File: src/rtl/halving_waypoint_planner_macros.svh
// Assertion macros shared by the halving waypoint planner RTL.
// Expects clk_i and rst_ni in the scope of each use; no other dependencies.
`ifndef HALVING_WAYPOINT_PLANNER_MACROS_SVH
`define HALVING_WAYPOINT_PLANNER_MACROS_SVH

// Same-cycle implication, checked outside reset.
`define HWP_ASSERT_IMP(label, ante, cons, msg) \
  label: assert property (@(posedge clk_i) disable iff (!rst_ni) (ante) |-> (cons)) \
    else $error(msg);

// Next-cycle implication, checked outside reset.
`define HWP_ASSERT_NXT(label, ante, cons, msg) \
  label: assert property (@(posedge clk_i) disable iff (!rst_ni) (ante) |=> (cons)) \
    else $error(msg);

`endif

File: src/rtl/hwp_pkg.sv
// Shared types and constants for the halving waypoint planner.
// No dependencies; imported by the controller, the datapath and the top level.
package hwp_pkg;

  localparam int unsigned NUM_SEGMENTS_DEF = 16;
  localparam int unsigned NUM_AXES         = 3;
  localparam int unsigned COORD_W          = 32;
  localparam int unsigned THR_W            = 31;
  localparam int unsigned IDX_W            = 5;
  localparam logic [THR_W-1:0] THR_RESET   = 31'd32768;

  typedef enum logic [1:0] {
    KIND_PLAN    = 2'd0,
    KIND_CHECK   = 2'd1,
    KIND_ADVANCE = 2'd2,
    KIND_UNUSED  = 2'd3
  } hwp_kind_e;

  // Datapath operations issued by the controller.
  typedef enum logic [2:0] {
    OP_NONE,
    OP_LOAD,
    OP_START,
    OP_LOW,
    OP_HIGH,
    OP_GOAL,
    OP_DIFF,
    OP_RESP
  } hwp_op_e;

  typedef struct packed {
    hwp_op_e op;
  } hwp_cmd_t;

  typedef struct packed {
    logic last_iter;
  } hwp_sts_t;

endpackage

File: src/rtl/hwp_ram.sv
// Generic simple dual-port RAM: one write port, one registered read port.
// No dependencies.
module hwp_ram #(
  parameter int unsigned WIDTH = 32,
  parameter int unsigned DEPTH = 17
) (
  input  logic                     clk_i,
  input  logic                     we_i,
  input  logic [$clog2(DEPTH)-1:0] waddr_i,
  input  logic [WIDTH-1:0]         wdata_i,
  input  logic [$clog2(DEPTH)-1:0] raddr_i,
  output logic [WIDTH-1:0]         rdata_o
);

  logic [WIDTH-1:0] mem_q [DEPTH];
  logic [WIDTH-1:0] rdata_q;

  always_ff @(posedge clk_i) begin
    if (we_i) begin
      mem_q[waddr_i] <= wdata_i;
    end
    rdata_q <= mem_q[raddr_i];
  end

  assign rdata_o = rdata_q;

endmodule

File: src/rtl/hwp_ctrl.sv
// Controller state machine of the halving waypoint planner.
// Depends on hwp_pkg and halving_waypoint_planner_macros.svh.
`include "halving_waypoint_planner_macros.svh"

module hwp_ctrl (
  input  logic              clk_i,
  input  logic              rst_ni,
  input  logic              start,
  input  logic [1:0]        kind_i,
  input  hwp_pkg::hwp_sts_t sts_i,
  output hwp_pkg::hwp_cmd_t cmd_o,
  output logic              busy
);
  import hwp_pkg::*;

  typedef enum logic [2:0] {
    ST_IDLE,
    ST_PLAN_START,
    ST_PLAN_LOW,
    ST_PLAN_HIGH,
    ST_PLAN_GOAL,
    ST_READ,
    ST_DIFF,
    ST_RESP
  } state_e;

  state_e state_q, state_d;
  logic   accept;

  assign busy   = (state_q != ST_IDLE);
  assign accept = start && !busy;

  always_comb begin
    state_d   = state_q;
    cmd_o.op  = OP_NONE;
    case (state_q)
      ST_IDLE: begin
        if (accept) begin
          cmd_o.op = OP_LOAD;
          state_d  = (hwp_kind_e'(kind_i) == KIND_PLAN) ? ST_PLAN_START : ST_READ;
        end
      end
      ST_PLAN_START: begin
        cmd_o.op = OP_START;
        state_d  = ST_PLAN_LOW;
      end
      ST_PLAN_LOW: begin
        cmd_o.op = OP_LOW;
        state_d  = ST_PLAN_HIGH;
      end
      ST_PLAN_HIGH: begin
        cmd_o.op = OP_HIGH;
        state_d  = sts_i.last_iter ? ST_PLAN_GOAL : ST_PLAN_LOW;
      end
      ST_PLAN_GOAL: begin
        cmd_o.op = OP_GOAL;
        state_d  = ST_READ;
      end
      ST_READ: begin
        state_d = ST_DIFF;
      end
      ST_DIFF: begin
        cmd_o.op = OP_DIFF;
        state_d  = ST_RESP;
      end
      ST_RESP: begin
        cmd_o.op = OP_RESP;
        state_d  = ST_IDLE;
      end
      default: begin
        state_d = ST_IDLE;
      end
    endcase
  end

  always_ff @(posedge clk_i or negedge rst_ni) begin
    if (!rst_ni) begin
      state_q <= ST_IDLE;
    end else begin
      state_q <= state_d;
    end
  end

  `HWP_ASSERT_NXT(a_accept_goes_busy, accept, busy, "accepted word did not start work")
  `HWP_ASSERT_NXT(a_resp_ends_item, state_q == ST_RESP, state_q == ST_IDLE,
                  "response state not followed by idle")
  `HWP_ASSERT_NXT(a_goal_then_read, state_q == ST_PLAN_GOAL, state_q == ST_READ,
                  "plan did not end with a table read")

endmodule

File: src/rtl/hwp_dpath.sv
// Datapath of the halving waypoint planner: waypoint table, pointer, checks.
// Depends on hwp_pkg, hwp_ram and halving_waypoint_planner_macros.svh.
`include "halving_waypoint_planner_macros.svh"

module hwp_dpath #(
  parameter int unsigned NUM_SEGMENTS = hwp_pkg::NUM_SEGMENTS_DEF
) (
  input  logic                                          clk_i,
  input  logic                                          rst_ni,
  input  hwp_pkg::hwp_cmd_t                             cmd_i,
  output hwp_pkg::hwp_sts_t                             sts_o,
  input  logic [1:0]                                    kind_i,
  input  logic [hwp_pkg::NUM_AXES-1:0][hwp_pkg::COORD_W-1:0] pos_i,
  input  logic [hwp_pkg::NUM_AXES-1:0][hwp_pkg::COORD_W-1:0] goal_i,
  input  logic                                          cfg_we_i,
  input  logic [hwp_pkg::THR_W-1:0]                     cfg_wdata_i,
  output logic [hwp_pkg::NUM_AXES-1:0][hwp_pkg::COORD_W-1:0] wp_o,
  output logic                                          reached_o,
  output logic [hwp_pkg::IDX_W-1:0]                     index_o,
  output logic                                          done_o
);
  import hwp_pkg::*;

  localparam int unsigned DEPTH  = NUM_SEGMENTS + 1;
  localparam int unsigned PTR_W  = $clog2(DEPTH);
  localparam int unsigned HALF   = NUM_SEGMENTS / 2;
  localparam int unsigned WORD_W = NUM_AXES * COORD_W;
  localparam logic [PTR_W-1:0] PTR_LAST  = PTR_W'(NUM_SEGMENTS);
  localparam logic [PTR_W-1:0] PTR_HALF  = PTR_W'(HALF);
  localparam logic [PTR_W-1:0] ITER_LAST = PTR_W'(HALF - 1);

  logic [NUM_AXES-1:0][COORD_W-1:0] start_q, goal_q, pos_q;
  logic [NUM_AXES-1:0][COORD_W:0]   part_q, diff_q;
  logic [NUM_AXES-1:0][COORD_W-1:0] wp_q;
  logic [1:0]                       kind_q;
  logic [THR_W-1:0]                 thr_q;
  logic [PTR_W-1:0]                 ptr_q, iter_q;
  logic                             reached_q, done_q;
  logic [IDX_W-1:0]                 index_q;

  logic                             we;
  logic [PTR_W-1:0]                 waddr;
  logic [NUM_AXES-1:0][COORD_W-1:0] wdata, rdata;
  logic [NUM_AXES-1:0][COORD_W:0]   low_sum, high_sum, span;
  logic [NUM_AXES-1:0]              axis_hit;
  logic signed [COORD_W:0]          thr_pos, thr_neg;
  logic [PTR_W+IDX_W-1:0]           ptr_ext;

  assign sts_o.last_iter = (iter_q == ITER_LAST);

  assign thr_pos = $signed({2'b00, thr_q});
  assign thr_neg = -thr_pos;
  assign ptr_ext = {{IDX_W{1'b0}}, ptr_q};

  always_comb begin
    for (int a = 0; a < NUM_AXES; a++) begin
      span[a]     = {goal_q[a][COORD_W-1], goal_q[a]} - {start_q[a][COORD_W-1], start_q[a]};
      low_sum[a]  = {start_q[a][COORD_W-1], start_q[a]} + part_q[a];
      high_sum[a] = {goal_q[a][COORD_W-1], goal_q[a]} - part_q[a];
      axis_hit[a] = ($signed(diff_q[a]) < thr_pos) && ($signed(diff_q[a]) > thr_neg);
    end
  end

  // Table write port: one entry per plan step.
  always_comb begin
    we    = 1'b0;
    waddr = '0;
    wdata = start_q;
    case (cmd_i.op)
      OP_START: begin
        we = 1'b1;
      end
      OP_LOW: begin
        we    = 1'b1;
        waddr = PTR_HALF - iter_q;
        for (int a = 0; a < NUM_AXES; a++) wdata[a] = low_sum[a][COORD_W-1:0];
      end
      OP_HIGH: begin
        we    = 1'b1;
        waddr = PTR_HALF + iter_q;
        for (int a = 0; a < NUM_AXES; a++) wdata[a] = high_sum[a][COORD_W-1:0];
      end
      OP_GOAL: begin
        we    = 1'b1;
        waddr = PTR_LAST;
        wdata = goal_q;
      end
      default: begin
        we = 1'b0;
      end
    endcase
  end

  hwp_ram #(
    .WIDTH (WORD_W),
    .DEPTH (DEPTH)
  ) u_table (
    .clk_i   (clk_i),
    .we_i    (we),
    .waddr_i (waddr),
    .wdata_i (wdata),
    .raddr_i (ptr_q),
    .rdata_o (rdata)
  );

  // Control registers: pointer, loop count, threshold, result strobe.
  always_ff @(posedge clk_i or negedge rst_ni) begin
    if (!rst_ni) begin
      ptr_q  <= '0;
      iter_q <= '0;
      thr_q  <= THR_RESET;
      done_q <= 1'b0;
    end else begin
      done_q <= (cmd_i.op == OP_RESP);
      if (cfg_we_i) begin
        thr_q <= cfg_wdata_i;
      end
      if (cmd_i.op == OP_LOAD) begin
        if (hwp_kind_e'(kind_i) == KIND_PLAN) begin
          ptr_q <= '0;
        end else if (hwp_kind_e'(kind_i) == KIND_ADVANCE && ptr_q != PTR_LAST) begin
          ptr_q <= ptr_q + 1'b1;
        end
      end
      if (cmd_i.op == OP_START) begin
        iter_q <= '0;
      end else if (cmd_i.op == OP_HIGH) begin
        iter_q <= iter_q + 1'b1;
      end
    end
  end

  // Payload registers.
  always_ff @(posedge clk_i) begin
    case (cmd_i.op)
      OP_LOAD: begin
        kind_q  <= kind_i;
        start_q <= pos_i;
        pos_q   <= pos_i;
        goal_q  <= goal_i;
      end
      OP_START: begin
        for (int a = 0; a < NUM_AXES; a++) part_q[a] <= $signed(span[a]) >>> 1;
      end
      OP_HIGH: begin
        for (int a = 0; a < NUM_AXES; a++) part_q[a] <= $signed(part_q[a]) >>> 1;
      end
      OP_DIFF: begin
        for (int a = 0; a < NUM_AXES; a++) begin
          diff_q[a] <= {rdata[a][COORD_W-1], rdata[a]} - {pos_q[a][COORD_W-1], pos_q[a]};
        end
      end
      OP_RESP: begin
        wp_q      <= rdata;
        reached_q <= (hwp_kind_e'(kind_q) == KIND_CHECK) && (&axis_hit);
        index_q   <= ptr_ext[IDX_W-1:0];
      end
      default: begin
        kind_q <= kind_q;
      end
    endcase
  end

  assign wp_o      = wp_q;
  assign reached_o = reached_q;
  assign index_o   = index_q;
  assign done_o    = done_q;

  `HWP_ASSERT_IMP(a_ptr_in_range, 1'b1, ptr_q <= PTR_LAST, "waypoint pointer past last entry")
  `HWP_ASSERT_NXT(a_single_strobe, done_q, !done_q, "result strobe held for two cycles")
  `HWP_ASSERT_IMP(a_plan_addr_ok, we, waddr <= PTR_LAST, "table write beyond last entry")

endmodule

File: src/rtl/halving_waypoint_planner.sv
// Top level of the halving waypoint planner: controller plus datapath.
// Depends on hwp_pkg, hwp_ctrl and hwp_dpath.

// The block keeps a table of NUM_SEGMENTS+1 waypoints per axis (signed Q16.16)
// and a pointer into it. Raise start with a word on kind_i and the coordinate
// ports; the word is taken at a rising edge where start is high and busy is
// low. kind 0 plans a new path from pos to goal and clears the pointer, kind 1
// checks whether every axis of pos lies strictly within reach_threshold of the
// current waypoint, kind 2 advances the pointer (it stops at NUM_SEGMENTS),
// kind 3 only reports. Every word yields exactly one result: done_o is high
// for one cycle with the waypoint at the pointer, the pointer and reached
// (0 except for a check). The receiver cannot stall; capture the result in
// the cycle done_o is high. A plan writes the start, then a low and a high
// entry per halving step, then the goal, through the single write port of
// the waypoint table, which takes one entry a cycle. busy drops in the
// done_o cycle, so the next word can be taken then. Write reach_threshold
// through cfg_we_i/cfg_wdata_i only while the block is idle; it resets to
// 0.5 (32768). Table entries that no plan has written read as garbage.
module halving_waypoint_planner #(
  parameter int unsigned NUM_SEGMENTS = hwp_pkg::NUM_SEGMENTS_DEF
) (
  input  logic                         clk_i,
  input  logic                         rst_ni,
  input  logic                         start,
  output logic                         busy,
  input  logic [1:0]                   kind_i,
  input  logic signed [hwp_pkg::COORD_W-1:0] pos_x_i,
  input  logic signed [hwp_pkg::COORD_W-1:0] pos_y_i,
  input  logic signed [hwp_pkg::COORD_W-1:0] pos_z_i,
  input  logic signed [hwp_pkg::COORD_W-1:0] goal_x_i,
  input  logic signed [hwp_pkg::COORD_W-1:0] goal_y_i,
  input  logic signed [hwp_pkg::COORD_W-1:0] goal_z_i,
  input  logic                         cfg_we_i,
  input  logic [hwp_pkg::THR_W-1:0]    cfg_wdata_i,
  output logic                         done_o,
  output logic signed [hwp_pkg::COORD_W-1:0] waypoint_x_o,
  output logic signed [hwp_pkg::COORD_W-1:0] waypoint_y_o,
  output logic signed [hwp_pkg::COORD_W-1:0] waypoint_z_o,
  output logic                         reached_o,
  output logic [hwp_pkg::IDX_W-1:0]    waypoint_index_o
);
  import hwp_pkg::*;

  hwp_cmd_t                         cmd;
  hwp_sts_t                         sts;
  logic [NUM_AXES-1:0][COORD_W-1:0] pos, goal, wp;

  // Gather the axes into vectors; axis 0 is x.
  assign pos  = {pos_z_i, pos_y_i, pos_x_i};
  assign goal = {goal_z_i, goal_y_i, goal_x_i};

  hwp_ctrl u_ctrl (
    .clk_i  (clk_i),
    .rst_ni (rst_ni),
    .start  (start),
    .kind_i (kind_i),
    .sts_i  (sts),
    .cmd_o  (cmd),
    .busy   (busy)
  );

  hwp_dpath #(
    .NUM_SEGMENTS (NUM_SEGMENTS)
  ) u_dpath (
    .clk_i       (clk_i),
    .rst_ni      (rst_ni),
    .cmd_i       (cmd),
    .sts_o       (sts),
    .kind_i      (kind_i),
    .pos_i       (pos),
    .goal_i      (goal),
    .cfg_we_i    (cfg_we_i),
    .cfg_wdata_i (cfg_wdata_i),
    .wp_o        (wp),
    .reached_o   (reached_o),
    .index_o     (waypoint_index_o),
    .done_o      (done_o)
  );

  // Split the reported waypoint back into its axes.
  assign waypoint_x_o = wp[0];
  assign waypoint_y_o = wp[1];
  assign waypoint_z_o = wp[2];

endmodule

File: config.mk
export PLATFORM = sky130hd
export DESIGN_NAME = halving_waypoint_planner
export DESIGN_NICKNAME = d
export VERILOG_FILES = /design/src/rtl/hwp_pkg.sv /design/src/rtl/hwp_ram.sv /design/src/rtl/hwp_ctrl.sv /design/src/rtl/hwp_dpath.sv /design/src/rtl/halving_waypoint_planner.sv
export VERILOG_INCLUDE_DIRS = /design/src /design/src/rtl
export SDC_FILE = /design/constraint.sdc
export NUM_CORES = 2
export LEC_CHECK = 0
export BUFFER_PORTS_ARGS = -buffer_cell sky130_fd_sc_hd__buf_2
export CAP_MARGIN = 10
export CORE_AREA = 3 3 619 375
export DETAILED_ROUTE_END_ITERATION = 7
export DIE_AREA = 0 0 622 378
export PLACE_DENSITY = 0.71
export SYNTH_ARGS = -nofsm -noshare
export SYNTH_HDL_FRONTEND = slang
export SYNTH_SLANG_ARGS = --single-unit
File: constraint.sdc
create_clock -name clk_i -period 11.9 [get_ports clk_i]
set_clock_uncertainty 0.2 [all_clocks]
set_input_delay 0.595 -clock clk_i [delete_from_list [all_inputs] [get_ports clk_i]]
set_output_delay 0.595 -clock clk_i [all_outputs]
set_load 0.05 [all_outputs]
# --- Word-level counts from Yosys, hierarchy flattened ---
# Memories as Yosys holds them, arrays and structs flattened. A register that Yosys moved wholly into a read port is not among the register bits.
# Cells that the tools add are included.
totals:
  mem_count: 1
  out_inout_bits: 104
  word_cells: 102
  mem_bits_rw: 1632
  inputBits: 229
  ff_bits: 539
memory_table:
  columns: ["name", "depth", "width", "read_ports", "rd_ports_with_merged_regs", "wr", "line", "text"]
  rows:
  - ["u_dpath.u_table.mem_q", 17, 96, 1, 1, 1, "hwp_ram.sv:15", "logic [WIDTH-1:0] mem_q [DEPTH];"]
classes:
  reduce_logical: 16
  n_mux: 16
  n_addsub: 17
  n_lt_le_gt_ge: 6
  n_eq_ne: 19
  bitwise_logic: 1
ops:
  columns: ["op", "count"]
  rows:
  - ["96-bit one-hot mux with 3 select lines", 1]
  - ["99-bit one-hot mux with 2 select lines", 1]
  - ["32-bit by 32-bit subtractor with 33-bit output", 6]
  - ["33-bit greater-than comparator", 3]
  - ["33-bit by 32-bit less-than comparator with 1-bit output", 3]
  - ["32-bit adder", 3]
  - ["32-bit subtractor", 3]
  - ["31-bit negation with 33-bit output", 1]
  - ["3-bit == test (second input constant)", 8]
  - ["3-bit one-hot mux with 8 select lines", 1]
  - ["3-bit one-hot mux with 7 select lines", 1]
  - ["5-bit two-way mux", 4]
  - ["5-bit one-hot mux with 3 select lines", 1]
  - ["3-bit by 2-bit == test with 1-bit output (second input constant)", 4]
  - ["5-bit by 1-bit adder with 5-bit output (second input constant)", 2]
  - ["3-bit two-way mux", 3]
  - ["3-bit by 1-bit == test with 1-bit output (second input constant)", 2]
  - ["1-bit logical AND", 6]
  - ["4-bit by 5-bit adder with 5-bit output (first input constant)", 1]
  - ["5-bit by 3-bit == test with 1-bit output (second input constant)", 1]
  - ["5-bit != test (second input constant)", 1]
  - ["4-bit by 5-bit subtractor with 5-bit output (first input constant)", 1]
  - ["1-bit two-way mux", 4]
  - ["2-bit AND reduction", 2]
  - ["other kinds (11)", 12]

# --- Depth between registers and ports, before layout ---
depth:
  depth_word: 10
  depth_mapped: 20
  mapped_depth_nobuf: 20

# --- Hierarchy ---
# Synthesis repeated with hierarchy kept, for this count alone.
hier_totals:
  hier_cells: 7264
  area_unflattened_um2: 107478.1
by_module_without_submodules:
  columns: ["module", "area_each_um2", "instances", "cells_per_inst", "seq_area_each_um2"]
  rows:
  - ["hwp_ram", 64216.6, 1, 2679, 50928.8]
  - ["hwp_dpath", 43046.3, 1, 4562, 15886.5]
  - ["hwp_ctrl", 215.2, 1, 23, 75.1]

# --- Least setup slack after synthesis ---
# OpenSTA, ideal clock, no wires.
synth_timing:
  path_kind: "register -> register"
  start: "reg u_ctrl.state_q[0]"
  end: "mem u_dpath.u_table.mem_q[10][0] (netlist name), enable pin"
  path_slack_ns: 3.204
  path_stages_with_launch: 8
  t_required_ns: 11.148
  path_buffers: 1
  period_less_slack_ns: 8.696
  setup_time_ns: 0.552
  arrival_ns: 7.944
  path_cell_list: "dfrtp_1 > clkbuf_1 > nand2_1 > inv_1 > nand2_1 > o22a_1 > or3_1 > nor2_1"
synth_via:
  elab_chain_len: 10
  word_cells_on_any_way: 21
  classes_between: "eq/ne (10); mux (6); reduce/logical (5)"
synth_rtl:
  columns: ["element", "line", "text"]
  rows:
  - ["from (decl)", "hwp_ctrl.sv:27", "state_e state_q, state_d;"]
  - ["from (signal assigned)", "hwp_ctrl.sv:80", "state_q <= state_d;"]
  - ["3-bit nonzero test", "hwp_ctrl.sv:30", "assign busy = (state_q != ST_IDLE);"]
  - ["1-bit zero test", "hwp_ctrl.sv:31", "assign accept = start && !busy;"]
  - ["1-bit logical AND", "hwp_ctrl.sv:31", null]
  - ["1-bit two-way mux", "hwp_ctrl.sv:38", "if (accept) begin"]
  - ["3-bit one-hot mux with 7 select lines (*)", "hwp_ctrl.sv:36", "case (state_q)"]
  - ["3-bit by 2-bit == test with 1-bit output or 3-bit == test (tied branches)", "hwp_dpath.sv:69", "case (cmd_i.op)"]
  - ["4-bit OR reduction (no source line)", null, null]
  - ["1-bit two-way mux", "hwp_dpath.sv:69", null]
  - ["1-bit two-way mux", "hwp_ram.sv:19", "if (we_i) begin"]
  - ["1-bit two-way mux (implied by the code)", "hwp_ram.sv:20", "mem_q[waddr_i] <= wdata_i;"]
  - ["to (decl)", "hwp_ram.sv:15", null]
# Every way passes the cells marked *; elsewhere a longest branch is shown, timed or not.

# --- Final worst setup path ---
layout_timing:
  start: "reg u_dpath.start_q[33] (netlist name)"
  end: "mem u_dpath.u_table.mem_q[11][63] (netlist name) (data pin)"
layout_via:
  elab_chain_len: 2
layout_rtl:
  columns: ["element", "line", "text"]
  rows:
  - ["from (decl)", "hwp_dpath.sv:32", "logic [NUM_AXES-1:0][COORD_W-1:0] start_q, goal_q, pos_q;"]
  - ["from (signal assigned)", "hwp_dpath.sv:138", "start_q <= pos_i;"]
  - ["32-bit adder", "hwp_dpath.sv:58", "low_sum[a] = {start_q[a][COORD_W-1], start_q[a]} + part_q[a];"]
  - ["96-bit one-hot mux with 3 select lines", "hwp_dpath.sv:69", null]
  - ["named net u_dpath.u_table.wdata_i[63]", "hwp_ram.sv:10", "input logic [WIDTH-1:0] wdata_i,"]
# The timed path passes the listed nets, and every way through them passes these cells.

==> results.yml <==
run_status:
  outcome: "complete, no violations"
synth:
  ys_types: 84
  avgSynthCellArea_um2: 15.2
  async_flop_share_pct: 1.99
  synthFlopType: "edfxtp_1"
  ys_ff_latch: 2267
  syn_inst: 6981
  synth_edf_count: 2126
  synth_top_area_cell: "edfxtp_1"
  mappedNetlistNets: 7785
  yosysSeqAreaShare_pct: 62.9
  synth_warnings: 0
  synthTopCellsByArea: "edfxtp_1 (60%), mux4_2 (10%), ha_1 (6.6%)"
  syn-cell-area_mm2: 0.106
  synth_top_area_share_pct: 60.0
drt:
  drt-wirelength-per-cell_um: 29.9
  drcViolationCount: 0
  drtAntennaViolNets: 0
  drtPass1Iterations: 7
  drtIter0Drc: 8897
  wirelength_um: 325000
  vias_per_cell: 6.21
  vias: 67500
clock_network:
  max-clock-path-buffers: 4
  cts_tree: "built"
  cts_sinks: 2267
  cts-resized-gates: 0
  clkLatencyLatePin_ns: 0.89
  htreeDepth: 4
  cts_buffers: 212
  cts_setup_buffers: 0
  ctsHoldBuffers: 227
  cts_root_buffer: "clkbuf_16"
  path_clk_slew_ns: 0.08
grt:
  first_global_vias: 65700
  antenna_found_initial: 9
  grt_overflow: 0
  grt_pass1_wl_um: 464000
  grt_max_degree: 147
  grt_usage_pct: 27.2
floorplan:
  start_util_pct: 47.1
  fp-row-count: 135
  die_h_um: 378
  pin_count: 333
  die_area_mm2: 0.235
  core-area_mm2: 0.226
  die_width_um: 622
critical_path:
  reg2reg_depth: 12
  critPathMaxStageDelay_ns: 0.91
  cp_data_required_time_ns: 12.18
  worstReg2RegEnd: "u_dpath.u_table.mem_q[11][63]"
  crit_path_end_kind: "register"
  path_class: "reg -> reg"
  crit_fanout: 17
  start_kind: "register"
  crit_slowest_cell: "a22oi_1"
  worst_path_most_repeated_cell: "a221o_1"
  worst-r2r-setup-slack_ns: 5.88
  path_cells: "ha_1 > a211oi_1 > o2111ai_1 > a221o_1 > a221o_1 > a2111oi_2 > o32ai_1 > or4_1 > a31oi_1 > xnor2_1 > nand2_1 > a22oi_1"
  r2r-start: "u_dpath.start_q[33]"
  cp.arrival_ns: 6.30
power:
  p_per_area_mw_per_mm2: 316
  total_power_w: 0.0384
  leakage_nw: 43.7
  ir_worst_vdd_mv: 0.281
placement:
  port_buffers: 332
  gp_congestion: 0.957
  hpwlAfterDp_um: 214000
layout:
  final_cell_mix: "edfxtp_1 (2,126), ha_1 (563), mux4_2 (480)"
  n_fill_cell: 17900
  multi_input_area_mm2: 0.0376
  layout_commonest_cell: "edfxtp_1"
  drive_gt1_share_pct: 18.7
  syn2layout_area_growth_pct: 14.4
  seqCellArea_mm2: 0.0669
  fin_nets: 8495
sta:
  tightest_slew_ns: 1.37
  max_freq_mhz: 166
  slew_headroom_pct: 8.50
  period_needed_ns: 6.02
  final_hold_viol_count: 0
  maxSlewViolCount: 0
  fin_crit_sh_pct: 50.6
  setup_viol: 0
  setup_tns_ns: 0
  rsz0062_at_grt: "no"
run:
  max_cap_viol_count: 0
min_path:
  hold_path.class: "in -> async"
[through the flow]
stage                     instances  worst slack [ns]  hold slack, ns  utilization [%]  instance area [um^2]
after floorplan                6981              3.20          0.0994                -                106000
after global placement        10200              6.06           0.252             49.7                112000
after detailed placement      10200              6.10           0.255             49.7                112000
after CTS                     10900              6.02           0.130             53.8                121000
after global routing          10900              5.59           0.176             53.8                122000
final                         10900              5.88           0.135             53.8                122000
[final cells by class]
cell class              count  share of cell area (%)
multi-input cells        4137                    30.9
diodes                      5                  0.0103
well taps                3014                    3.10
flip-flops and latches   2267                    55.0
clock inverters           103                   0.854
clock buffers             278                    4.75
inverters                 347                    1.08
repair buffers            726                    4.33
[critical path: cells and delay by family, from the launching register on]
family | cells | cell delay, ns
DFF | 1 | 0.55
xor gates and xnor gates | 1 | 0.14
AOI/OAI and AO/OA | 8 | 3.85
adders and majority gates | 1 | 0.36
and+or+nand+nor | 2 | 0.51
[metal layers]
layer / vias to the layer above / track usage (%) / routed length (um) / share of wire (%)
met5: - / 0 / 13 / 0.0040
met4: 2 / 10.4 / 14200 / 4.4
met3: 539 / 4.93 / 31300 / 9.6
met2: 3732 / 42.1 / 147000 / 45
met1: 34300 / 38.5 / 133000 / 41
li1: 29000 / - / - / -
[flip-flops by register name, indices dropped and copies added, names as in the netlist]
register	cells
u_dpath.wp_o	96
u_dpath.u_table.rdata_o	96
u_dpath.kind_q	2
u_dpath.ptr_q	5
u_ctrl.state_q	3
u_dpath.part_q	99
u_dpath.index_o	5
u_dpath.diff_q	99
u_dpath.thr_q	31
u_dpath.done_o	1
u_dpath.goal_q	96
u_dpath.start_q	96
u_dpath.u_table.mem_q	1632
u_dpath.iter_q	5
u_dpath.reached_o	1
[where the power goes]
group,leakage (nW),switching [W],internal [W]
clock,3.30,0.00304,0.00378
sequential,20.7,0.00118,0.0140
combinational,19.7,0.0106,0.00582
total,43.7,0.0149,0.0236
[cells by family (layout without fill, tap and decap cells)]
family | after synthesis | in the layout | share of synthesized area [%]
buffers and inverters | 577 | 1454 | 2.04
muxes | 596 | 596 | 11.4
adders and majority gates | 578 | 578 | 6.87
xor gates and xnor gates | 353 | 353 | 2.91
and+or+nand+nor | 1116 | 1116 | 5.04
other | 0 | 5 | 0
AOI/OAI and AO/OA | 1494 | 1494 | 8.93
DFF | 2267 | 2267 | 62.9
[worst max path at each step]
stage,end,start,depth (start not counted),slack (ns)
after floorplan,u_dpath.u_table.mem_q[10][0],u_ctrl.state_q[0],7,3.20
after global placement,u_dpath.u_table.mem_q[0][63],u_dpath.start_q[33],12,6.06
after detailed placement,u_dpath.u_table.mem_q[11][63],u_dpath.start_q[33],12,6.10
after CTS,u_dpath.u_table.mem_q[11][63],u_dpath.start_q[33],12,6.02
after global routing,u_dpath.u_table.mem_q[11][63],u_dpath.start_q[33],12,5.59
final,u_dpath.u_table.mem_q[11][63],u_dpath.start_q[33],12,5.88
[cell usage after synthesis (13+ instances only)]
cell and count:
xnor2_1 224, o21bai_1 57, buf_1 48, mux2i_1 20, or3_1 21, nand2_1 259
dfxtp_1 96, o21ai_0 338, nand3_1 96, nor2b_1 69, inv_1 347, a31oi_1 51
mux4_2 480, and2_1 14, o21a_1 67, ha_1 563, a211oi_1 39, nor3_1 112
a21o_1 213, o31ai_1 29, a21boi_0 20, o211ai_1 30, dfrtp_1 44, nand2b_1 58
a221oi_1 40, nor4_1 13, and3_1 37, nor2_1 326, edfxtp_1 2126, nand4_1 58
mux2_2 96, clkbuf_1 179, a21oi_1 423, xor2_1 129, a31o_2 13, o22ai_1 31
Power figures use the tool's default switching activity.
